## src/design/asps_pkg.sv

```systemverilog
// Shared constants, codes and types for the armed periodic send scheduler.
// No dependencies; imported by armed_periodic_send_scheduler.
package asps_pkg;

  // Slot table geometry
  localparam int unsigned SLOTS  = 16;
  localparam int unsigned SLOT_W = (SLOTS > 1) ? $clog2(SLOTS) : 1;
  localparam int unsigned TIME_W = 32;
  localparam int unsigned PER_W  = 16;
  localparam int unsigned VAL_W  = 32;

  // Input item codes
  localparam logic [2:0] FUNC_TICK   = 3'd0;
  localparam logic [2:0] FUNC_ARM    = 3'd1;
  localparam logic [2:0] FUNC_DISARM = 3'd2;
  localparam logic [2:0] FUNC_START  = 3'd3;
  localparam logic [2:0] FUNC_STOP   = 3'd4;

  // Result event codes
  localparam logic [1:0] EV_FIRE    = 2'd0;
  localparam logic [1:0] EV_REFUSED = 2'd1;
  localparam logic [1:0] EV_EXPIRED = 2'd2;

  // Arm window after reset, in ms
  localparam logic [TIME_W-1:0] ARM_WINDOW_RST = TIME_W'(60000);

  typedef struct packed {
    logic [1:0]       ev;
    logic [3:0]       slot;
    logic [VAL_W-1:0] value;
  } res_t;

  // Wrap-safe signed difference is strictly positive
  function automatic logic diff_pos(logic [TIME_W-1:0] d);
    return (d != '0) && !d[TIME_W-1];
  endfunction

endpackage

```

## src/design/armed_periodic_send_scheduler.sv

```systemverilog
// Armed periodic send scheduler: transmit gate with arm timeout plus a table
// of cyclic send slots walked by a small sequencer. Depends on asps_pkg.
//
// Usage:
// - s_axis carries one request item per handshake: 1 ms tick, arm, disarm,
//   start slot or stop slot. Config write channel (cfg_valid_i/cfg_data_i)
//   sets the arm window in ms; cfg_ready_o is always high.
// - m_axis carries result items: slot fire, start refused, or gate expired.
//   tlast marks the final result caused by one request.
// - Arm, disarm, stop and accepted starts complete in S_IDLE. A refused start
//   also passes through S_FLUSH and waits there on m_axis.
// - A tick passes S_GATE, then walks every slot: S_SCAN only when disabled,
//   S_SCAN and S_DUE when enabled but not due, and S_SCAN, S_DUE and S_FIRE
//   when it fires, then ends in S_FLUSH. A tick that closes the gate skips
//   the walk. The walk is set by the slot table read once per slot at the
//   walk index and the deadline step and resync test done in separate
//   states per firing slot.
// - s_axis_tready_o is high only while the sequencer is idle.
// - Results pass through a one-item hold stage (to find tlast) and an
//   output register; a stalled receiver stalls the slot walk in place.
// - Reset closes the gate, disables all slots, clears time to zero and
//   loads the arm window with 60000 ms. Slot table contents are not reset.
module armed_periodic_send_scheduler
  import asps_pkg::*;
(
  input  logic        clk_i,
  input  logic        rst_ni,
  // Config: arm window in ms
  input  logic        cfg_valid_i,
  output logic        cfg_ready_o,
  input  logic [31:0] cfg_data_i,
  // Requests
  input  logic        s_axis_tvalid_i,
  output logic        s_axis_tready_o,
  // [2:0] func, [6:3] slot, [22:7] period_ms, [54:23] send_value, [55] zero
  input  logic [55:0] s_axis_tdata_i,
  // Results
  output logic        m_axis_tvalid_o,
  input  logic        m_axis_tready_i,
  // [1:0] event_res, [5:2] slot_res, [37:6] send_value_res, [39:38] zero
  output logic [39:0] m_axis_tdata_o,
  output logic        m_axis_tlast_o
);

  typedef enum logic [2:0] {
    S_IDLE,
    S_GATE,
    S_SCAN,
    S_DUE,
    S_FIRE,
    S_FLUSH
  } state_e;

  // Request fields
  logic [2:0]       in_func;
  logic [3:0]       in_slot;
  logic [PER_W-1:0] in_period;
  logic [VAL_W-1:0] in_value;

  assign in_func   = s_axis_tdata_i[2:0];
  assign in_slot   = s_axis_tdata_i[6:3];
  assign in_period = s_axis_tdata_i[22:7];
  assign in_value  = s_axis_tdata_i[54:23];

  // Control and data registers
  state_e              state_q, state_d;
  logic [SLOT_W-1:0]   idx_q, idx_d;
  logic [TIME_W-1:0]   time_q, time_d;
  logic                gate_open_q, gate_open_d;
  logic [TIME_W-1:0]   gate_dl_q, gate_dl_d;
  logic [SLOTS-1:0]    en_q, en_d;
  logic [TIME_W-1:0]   window_q, window_d;
  logic                pend_v_q, pend_v_d;
  res_t                pend_q, pend_d;
  logic [TIME_W-1:0]   sum_q, sum_d;
  logic                m_valid_q, m_valid_d;
  res_t                m_res_q, m_res_d;
  logic                m_last_q, m_last_d;

  // Slot table
  logic [TIME_W-1:0]   mem_dl  [SLOTS];
  logic [PER_W-1:0]    mem_per [SLOTS];
  logic [VAL_W-1:0]    mem_val [SLOTS];
  logic [TIME_W-1:0]   rd_dl_q;
  logic [PER_W-1:0]    rd_per_q;
  logic [VAL_W-1:0]    rd_val_q;
  logic                mem_we;
  logic                mem_we_start;
  logic [SLOT_W-1:0]   mem_addr;
  logic [TIME_W-1:0]   mem_dl_wdata;

  // Datapath helpers
  logic                in_accept;
  logic                out_free;
  logic                gate_live;
  logic                slot_ok;
  logic                idx_last;
  logic [TIME_W-1:0]   due_diff;
  logic [TIME_W-1:0]   lag;
  logic [TIME_W-1:0]   resync_dl;
  logic [TIME_W-1:0]   new_dl;

  assign cfg_ready_o     = 1'b1;
  assign s_axis_tready_o = (state_q == S_IDLE);
  assign in_accept       = s_axis_tvalid_i && s_axis_tready_o;
  assign out_free        = !m_valid_q || m_axis_tready_i;

  assign gate_live = gate_open_q && diff_pos(gate_dl_q - time_q);
  assign slot_ok   = 32'(in_slot) < SLOTS;
  assign idx_last  = (idx_q == SLOT_W'(SLOTS - 1));

  // Due test and deadline step with resync
  assign due_diff  = time_q - rd_dl_q;
  assign lag       = time_q - sum_q;
  assign resync_dl = time_q + TIME_W'(rd_per_q);
  assign new_dl    = (!lag[TIME_W-1] && (lag > TIME_W'(rd_per_q))) ? resync_dl : sum_q;

  // Sequencer next-state logic
  always_comb begin
    state_d      = state_q;
    idx_d        = idx_q;
    time_d       = time_q;
    gate_open_d  = gate_open_q;
    gate_dl_d    = gate_dl_q;
    en_d         = en_q;
    window_d     = window_q;
    pend_v_d     = pend_v_q;
    pend_d       = pend_q;
    sum_d        = sum_q;
    m_valid_d    = m_valid_q && !m_axis_tready_i;
    m_res_d      = m_res_q;
    m_last_d     = m_last_q;
    mem_we       = 1'b0;
    mem_we_start = 1'b0;
    mem_addr     = idx_q;
    mem_dl_wdata = new_dl;

    if (cfg_valid_i) begin
      window_d = cfg_data_i;
    end

    unique case (state_q)
      S_IDLE: begin
        mem_addr     = in_slot[SLOT_W-1:0];
        mem_dl_wdata = time_q;
        if (in_accept) begin
          case (in_func)
            FUNC_TICK: begin
              time_d  = time_q + 1'b1;
              state_d = S_GATE;
            end
            FUNC_ARM: begin
              gate_open_d = 1'b1;
              gate_dl_d   = time_q + window_q;
            end
            FUNC_DISARM: begin
              gate_open_d = 1'b0;
              en_d        = '0;
            end
            FUNC_START: begin
              if (slot_ok && (in_period != '0)) begin
                if (gate_live) begin
                  mem_we       = 1'b1;
                  mem_we_start = 1'b1;
                  en_d[in_slot[SLOT_W-1:0]] = 1'b1;
                end else begin
                  pend_v_d = 1'b1;
                  pend_d   = '{ev: EV_REFUSED, slot: in_slot, value: in_value};
                  state_d  = S_FLUSH;
                end
              end
            end
            FUNC_STOP: begin
              if (slot_ok) begin
                en_d[in_slot[SLOT_W-1:0]] = 1'b0;
              end
            end
            default: ;
          endcase
        end
      end

      // Gate expiry check against the advanced time
      S_GATE: begin
        idx_d = '0;
        if (gate_open_q && !gate_live) begin
          gate_open_d = 1'b0;
          en_d        = '0;
          pend_v_d    = 1'b1;
          pend_d      = '{ev: EV_EXPIRED, slot: 4'd0, value: '0};
          state_d     = S_FLUSH;
        end else begin
          state_d = S_SCAN;
        end
      end

      // Skip disabled slots; table read of idx is registered meanwhile
      S_SCAN: begin
        if (en_q[idx_q]) begin
          state_d = S_DUE;
        end else if (idx_last) begin
          state_d = S_FLUSH;
        end else begin
          idx_d = idx_q + 1'b1;
        end
      end

      S_DUE: begin
        if (due_diff[TIME_W-1]) begin
          if (idx_last) begin
            state_d = S_FLUSH;
          end else begin
            idx_d   = idx_q + 1'b1;
            state_d = S_SCAN;
          end
        end else begin
          sum_d   = rd_dl_q + TIME_W'(rd_per_q);
          state_d = S_FIRE;
        end
      end

      // Write back the deadline and queue the fire event
      S_FIRE: begin
        if (!pend_v_q || out_free) begin
          mem_we = 1'b1;
          if (pend_v_q) begin
            m_valid_d = 1'b1;
            m_res_d   = pend_q;
            m_last_d  = 1'b0;
          end
          pend_v_d = 1'b1;
          pend_d   = '{ev: EV_FIRE, slot: 4'(idx_q), value: rd_val_q};
          if (idx_last) begin
            state_d = S_FLUSH;
          end else begin
            idx_d   = idx_q + 1'b1;
            state_d = S_SCAN;
          end
        end
      end

      // Send the held result as the final one of this request
      S_FLUSH: begin
        if (!pend_v_q) begin
          state_d = S_IDLE;
        end else if (out_free) begin
          m_valid_d = 1'b1;
          m_res_d   = pend_q;
          m_last_d  = 1'b1;
          pend_v_d  = 1'b0;
          state_d   = S_IDLE;
        end
      end

      default: state_d = S_IDLE;
    endcase
  end

  // State and registered outputs
  always_ff @(posedge clk_i or negedge rst_ni) begin
    if (!rst_ni) begin
      state_q     <= S_IDLE;
      idx_q       <= '0;
      time_q      <= '0;
      gate_open_q <= 1'b0;
      gate_dl_q   <= '0;
      en_q        <= '0;
      window_q    <= ARM_WINDOW_RST;
      pend_v_q    <= 1'b0;
      m_valid_q   <= 1'b0;
      m_last_q    <= 1'b0;
    end else begin
      state_q     <= state_d;
      idx_q       <= idx_d;
      time_q      <= time_d;
      gate_open_q <= gate_open_d;
      gate_dl_q   <= gate_dl_d;
      en_q        <= en_d;
      window_q    <= window_d;
      pend_v_q    <= pend_v_d;
      m_valid_q   <= m_valid_d;
      m_last_q    <= m_last_d;
    end
  end

  // Payload registers
  always_ff @(posedge clk_i) begin
    pend_q  <= pend_d;
    sum_q   <= sum_d;
    m_res_q <= m_res_d;
  end

  // Slot table: one write port, registered read at the walk index
  always_ff @(posedge clk_i) begin
    if (mem_we) begin
      mem_dl[mem_addr] <= mem_dl_wdata;
    end
    if (mem_we_start) begin
      mem_per[mem_addr] <= in_period;
      mem_val[mem_addr] <= in_value;
    end
    rd_dl_q  <= mem_dl[idx_q];
    rd_per_q <= mem_per[idx_q];
    rd_val_q <= mem_val[idx_q];
  end

  assign m_axis_tvalid_o = m_valid_q;
  assign m_axis_tdata_o  = {2'b00, m_res_q.value, m_res_q.slot, m_res_q.ev};
  assign m_axis_tlast_o  = m_last_q;

  // Checks
  a_idle_no_held: assert property (@(posedge clk_i) disable iff (!rst_ni)
    (state_q == S_IDLE) |-> !pend_v_q)
    else $error("held result left over in idle");

  a_en_needs_gate: assert property (@(posedge clk_i) disable iff (!rst_ni)
    (en_q != '0) |-> gate_open_q)
    else $error("slot enabled while gate closed");

  a_close_stops_all: assert property (@(posedge clk_i) disable iff (!rst_ni)
    $fell(gate_open_q) |-> (en_q == '0))
    else $error("gate closed without stopping slots");

  a_fire_stalls: assert property (@(posedge clk_i) disable iff (!rst_ni)
    (state_q == S_FIRE && pend_v_q && !out_free) |=> (state_q == S_FIRE))
    else $error("slot walk advanced over a stalled result");

endmodule

```

## config.mk

```make
export PLATFORM = sky130hd
export DESIGN_NAME = armed_periodic_send_scheduler
export DESIGN_NICKNAME = d
export VERILOG_FILES = /design/src/design/asps_pkg.sv /design/src/design/armed_periodic_send_scheduler.sv
export SDC_FILE = /design/constraint.sdc
export NUM_CORES = 2
export LEC_CHECK = 0
export BUFFER_PORTS_ARGS = -buffer_cell sky130_fd_sc_hd__buf_4
export CORE_MARGIN = 1.5
export CORE_UTILIZATION = 50
export DETAILED_ROUTE_END_ITERATION = 8
export GPL_ROUTABILITY_DRIVEN = 1
export GPL_TIMING_DRIVEN = 0
export PLACE_DENSITY = 0.66
export RECOVER_POWER = 50
export SLEW_MARGIN = 40
export SYNTH_ARGS = -nofsm -noshare
export SYNTH_HDL_FRONTEND = slang
export SYNTH_SLANG_ARGS = --single-unit
```

## constraint.sdc

```tcl
create_clock -name clk_i -period 20.4 [get_ports clk_i]
set_input_delay 1.02 -clock clk_i [delete_from_list [all_inputs] [get_ports clk_i]]
set_output_delay 1.02 -clock clk_i [all_outputs]
set_load 0.005 [all_outputs]
```

Yosys cells after proc, flatten, opt, wreduce, memory -nomap -nowiden
Memories as Yosys holds them, arrays and structs flattened. A register that Yosys moved wholly into a read port is not among the register bits. Index checks and enable logic that the tools add are counted.

Memories: 3. Logic and storage cells: 176. Input bits: 93. Memory bits (writable): 1280. Register bits after elaboration: 231. Output and inout port bits: 44.

Memory list: mem_dl (words 16, width 32, read ports 1, clocked after Yosys merged registers in 1, wr ports 1, line armed_periodic_send_scheduler.sv:81) `logic [TIME_W-1:0] mem_dl [SLOTS];`; mem_val (words 16, width 32, read ports 1, clocked after Yosys merged registers in 1, wr ports 1, line armed_periodic_send_scheduler.sv:83) `logic [VAL_W-1:0] mem_val [SLOTS];`; mem_per (words 16, width 16, read ports 1, clocked after Yosys merged registers in 1, wr ports 1, line armed_periodic_send_scheduler.sv:82) `logic [PER_W-1:0] mem_per [SLOTS];`.

Muxes and demuxes: 77. Order comparisons: 4. Add/sub/neg operators: 8. Eq/ne operators: 29. Reductions and logical operators: 34. Bitwise logic cells: 4.

Operators by type and width (count): 38-bit 2-to-1 mux (10); 38-bit one-hot mux with 3 select lines (1); 32-bit subtractor (3); 38-bit one-hot mux with 2 select lines (1); 32-bit by 16-bit adder with 32-bit output (2); 16-bit 2-to-1 mux (4); 32-bit 2-to-1 mux (2); 16-bit one-hot mux with 3 select lines (1); 3-bit 2-to-1 mux (11); 32-bit by 1-bit adder with 32-bit output, second input constant (1); 32-bit adder (1); 32-bit by 16-bit > comparator with 1-bit output (1); 16-bit one-hot mux with 2 select lines (1); 32-bit nonzero test (1); 1-bit 2-to-1 mux (30); 7-bit AND reduction (3); 4-bit 2-to-1 mux (5); 3-bit one-hot mux with 6 select lines (1); 16-bit bitwise AND (1); 2-bit != test, second input constant (8); 16-bit NOT (1); 16-bit bitwise OR (1); 4-bit one-hot mux with 4 select lines (1); 16-bit nonzero test (1); 29 further kinds (64).

Longest topological paths before layout
Depth after elaboration: 11. Gate-level depth with buffers: 25.

Worst setup path after synthesis
OpenSTA, ideal clock, no wires.

Path kind: register -> register. Start: register time_q[1]. End: memory mem_per[7][0], enable pin. Data required time: 19887 ps. Data arrival time: 6300 ps. Stages on the path, launching flop included: 14. Path slack: 13588 ps. Buffers on the path: 0. Cells stage by stage: dfrtp_1 > inv_1 > ha_1 > nor2b_1 > o211ai_1 > a2111o_1 > a31oi_1 > o41ai_1 > o21ai_0 > a21oi_1 > a21oi_1 > xnor2_1 > nand3_1 > nor3_1.

Word-level cells in the longest chain between the ends: 11. Elaborated cells on any way between the ends: 12.

RTL lines: from (decl) (line armed_periodic_send_scheduler.sv:68) `logic [TIME_W-1:0] time_q, time_d;`; from (signal assigned) (line armed_periodic_send_scheduler.sv:275) `time_q <= time_d;`; 32-bit subtractor * (line armed_periodic_send_scheduler.sv:108) `assign gate_live = gate_open_q && diff_pos(gate_dl_q - time_q);`; 32-bit nonzero test or 1-bit zero test (tied branches) (line asps_pkg.sv:35) `return (d != '0) && !d[TIME_W-1];`; 1-bit logical AND * (line asps_pkg.sv:35); 1-bit logical AND * (line armed_periodic_send_scheduler.sv:108); 1-bit 2-to-1 mux * (line armed_periodic_send_scheduler.sv:162) `if (gate_live) begin`; 1-bit 2-to-1 mux * (line armed_periodic_send_scheduler.sv:161) `if (slot_ok && (in_period != '0)) begin`; 1-bit 2-to-1 mux * (line armed_periodic_send_scheduler.sv:147) `case (in_func)`; 1-bit 2-to-1 mux * (line armed_periodic_send_scheduler.sv:146) `if (in_accept) begin`; 1-bit 2-to-1 mux * (line armed_periodic_send_scheduler.sv:142) `unique case (state_q)`; 1-bit 2-to-1 mux * (line armed_periodic_send_scheduler.sv:298) `if (mem_we_start) begin`; 1-bit 2-to-1 mux (not written as such) * (line armed_periodic_send_scheduler.sv:299) `mem_per[mem_addr] <= in_period;`; to (decl) (line armed_periodic_send_scheduler.sv:82).

Every way passes the cells marked *; elsewhere a longest branch is shown, timed or not.

Worst setup path in the final report
Start: register time_q[1]. End: memory mem_per[14][14], enable pin.

Same word-level chain as after synthesis.

==> results.toml <==
[detailed_routing]
drt_iter0_markers = 4344
drt_pass1_iterations = 6
wire_per_inst_microns = 28.7
ant_nets = 0
drc = 0
vias = 38900
viasPerCell = 6.18
drt-total-wl_microns = 181000

[placement]
placedCellCount = 6009
placed_cell_area_sq_mm = 0.0741
place.gp.congestion = 0.907
io_buffers = 131
pre_cts_ws_ns = 13.54
place_hpwl_microns = 127000

[pwr]
p_leak_nw = 26.9
switching_power_mw = 3.18
p_clk_frac = 0.289
vdd_ir_drop_max_uv = 94.1
p_total_mw = 10.0
internal_power_mw = 6.83
seq_power_share = 0.422
power_frac_comb = 0.289
powerDensity_mw_per_mm2 = 127
switching_share = 0.318

[sta]
timing.hold.ws_ns = 0.415
tightest_slew_ns = 3.96
max_freq_mhz = 128
skew_ns = 0.0469
rsz0062_at_grt = "no"
maxSlewHeadroom = -1.64
period_share = 0.383
setup_tns_ns = 0
final-hold-violation-count = 0
setup_slack_ns = 12.58
fin_crit_ns = 7.82
slew_viol_final = 145
setup_violations = 0

[run]
cap_violations = 4

[final_layout]
fin_nets = 4662
fin_util = 0.581
layout_common_cells = "edfxtp_1, mux4_2, clkbuf_1, nand2_1, ha_1"
layout-drive-gt1-share = 0.221
area_growth_pct = 15.7
fin_area_sq_mm = 0.0786
layoutNonFillerInstCount = 6303
n_fill_cell = 10100
layout_commonest_cell = "edfxtp_1"

[logic_synthesis]
yosysWarnings = 0
ys_ff_latch = 1591
synth_edf_count = 1388
syn_avg_cell_area_sq_um = 17.2
ys_types = 77
synthArstFlopShare = 0.0773
synth_area_sq_mm = 0.0679
syn_inst = 3953
ys_seq_area_frac = 0.683
synth_ff_type = "edfxtp_1"

[cts]
root_buffer = "clkbuf_16"
cts_hold_buf = 0
cts_setup_buffers = 0
cts_buffers = 157
cts_tree = "done"
clk_path_buf_depth = 3
htreeDepth = 4
path_clk_slew_ns = 0.07
cts_resized = 0
cts_sinks = 1591
clk_latency_ns = 0.80

[worst_setup_path]
cp_slowest_cell = "nor2_1"
crit_path_cell_trace = "inv_1, ha_1, nor2b_1, o211ai_1, a2111o_1, a31oi_1, o41ai_1, o21ai_0, a21oi_1, a21oi_1, xnor2_1, nand3_1, or2_0, nor2_1, clkbuf_1, buf_16"
crit_fanout = 13
cp_common_cell = "a21oi_1"
critPathTopFamily = "simple AND/OR/NAND/NOR gates"
start_kind = "flip-flop"
end_kind = "flip-flop"
path_class = "reg -> reg"
cp.required_ns = 20.89
max_stage_delay_ns = 0.92
critical_path_arrival_ns = 8.30
cp_num_buf_inv = 3

[floorplan]
die_y_microns = 372
initial_core_util = 0.502
rows = 135
io_pins = 137
die_x_microns = 372
core_area_sq_mm = 0.135
die_area_sq_mm = 0.138

[grt]
grt_pass1_wl_microns = 263000
grt-ovfl-total = 0
grtUsageTotal = 0.266
antenna_found_initial = 18
grt_pass1_vias = 38700
grt_max_degree = 70

[outcome]
failed_checks = "capacitance limit, slew limit"
status = "finished, violations left"

[worst_hold_path]
hp-class = "reg -> reg"
## cell families after synthesis
family	synth area share
compound gates	0.0581
buf+inv	0.0185
simple gates	0.0458
other cells	0.000111
mux	0.146
flops	0.683
fa+ha+maj	0.0334
xor+xnor	0.0157
## synth_stat cells (19+ instances only)
cell      number  area [sq um]
nand2b_1      36           225
o21ai_1       19          95.1
nand4_1       32           200
nor2_1       162           608
xor2_1        31           272
o21a_1        23           173
inv_1        153           574
mux2i_1       30           300
edfxtp_1    1388         41700
nand2_1      175           657
dfxtp_1       80          1600
clkbuf_1     130           488
o21ai_0      147           736
a21oi_1      145           726
nor3_1        50           250
nor2b_1       25           156
buf_1         32           120
mux2_2        40           450
nand3_1       61           305
mux4_2       405          9120
o211ai_1      29           218
xnor2_1       91           797
and3_1        23           144
dfrtp_1      116          2900
a21o_1        64           480
a31oi_1       32           200
a22o_1        35           307
ha_1         173          2160
## path summary, 6_finish.rpt
check | depth (start not counted) | end | startpoint | slack (ns)
hold / removal | 0 | m_axis_tdata_o[6] | pend_q[0] | 0.41
max in group asynchronous | 2 | en_q[9] | rst_ni | 14.16
setup / recovery | 16 | mem_per[14][14] | time_q[1] | 12.58
hold reg to reg | 0 | m_axis_tdata_o[6] | pend_q[0] | 0.41
setup reg to reg | 16 | mem_per[14][14] | time_q[1] | 12.58
min in group asynchronous | 1 | gate_dl_q[1] | rst_ni | 1.28
## power by group through the flow
stage	Clock (mW)	Combinational (mW)	Sequential (mW)
floorplan	0	1.88	4.19
global placement	0	2.75	4.30
detailed placement	0	2.91	4.28
CTS	2.93	2.93	4.22
global route	3.05	3.13	4.24
finish	2.89	2.89	4.22
## cell type report
type	instances	area, sq um	share of cell area
Sequential cell	1591	46400	0.590
Clock buffer	219	4440	0.0565
Clock inverter	69	687	0.00874
Buffer	172	758	0.00965
Tap cell	1781	2230	0.0284
Inverter	153	574	0.00731
Antenna cell	2	5.00	0.0000637
Multi-Input combinational cell	2038	20500	0.261
Timing Repair Buffer	278	2980	0.0379
## routing by layer
| metal | routed length [microns] | vias up | global-route usage |
|---|---|---|---|
| met3 | 14300 | 341 | 0.0512 |
| met1 | 73900 | 20100 | 0.368 |
| met5 | 186 | - | 0 |
| met2 | 87300 | 1737 | 0.429 |
| li1 | - | 16700 | - |
| met4 | 5380 | 30 | 0.0815 |
## worst reg2reg max path, delay by kind of cell, from the launching register on
family                     cells  cell delay [ns]
AOI/OAI and AO/OA              7             2.08
DFF                            1             0.69
xor gates and xnor gates       1             0.81
adders and majority gates      1             0.39
and+or+nand+nor                4             2.11
buffers and inverters          3             1.43
## flip-flops by register name, summed over array words and instances (netlist names), 3 cells and up
register and cells:
en_q 16, gate_dl_q 32, idx_q 4, m_axis_tdata_o 38
mem_dl 512, mem_per 256, mem_val 512, pend_q 38
rd_dl_q 32, rd_per_q 16, rd_val_q 32, state_q 3
sum_q 32, time_q 32, window_q 32
Note: power is estimated with default switching activity, not from simulation.
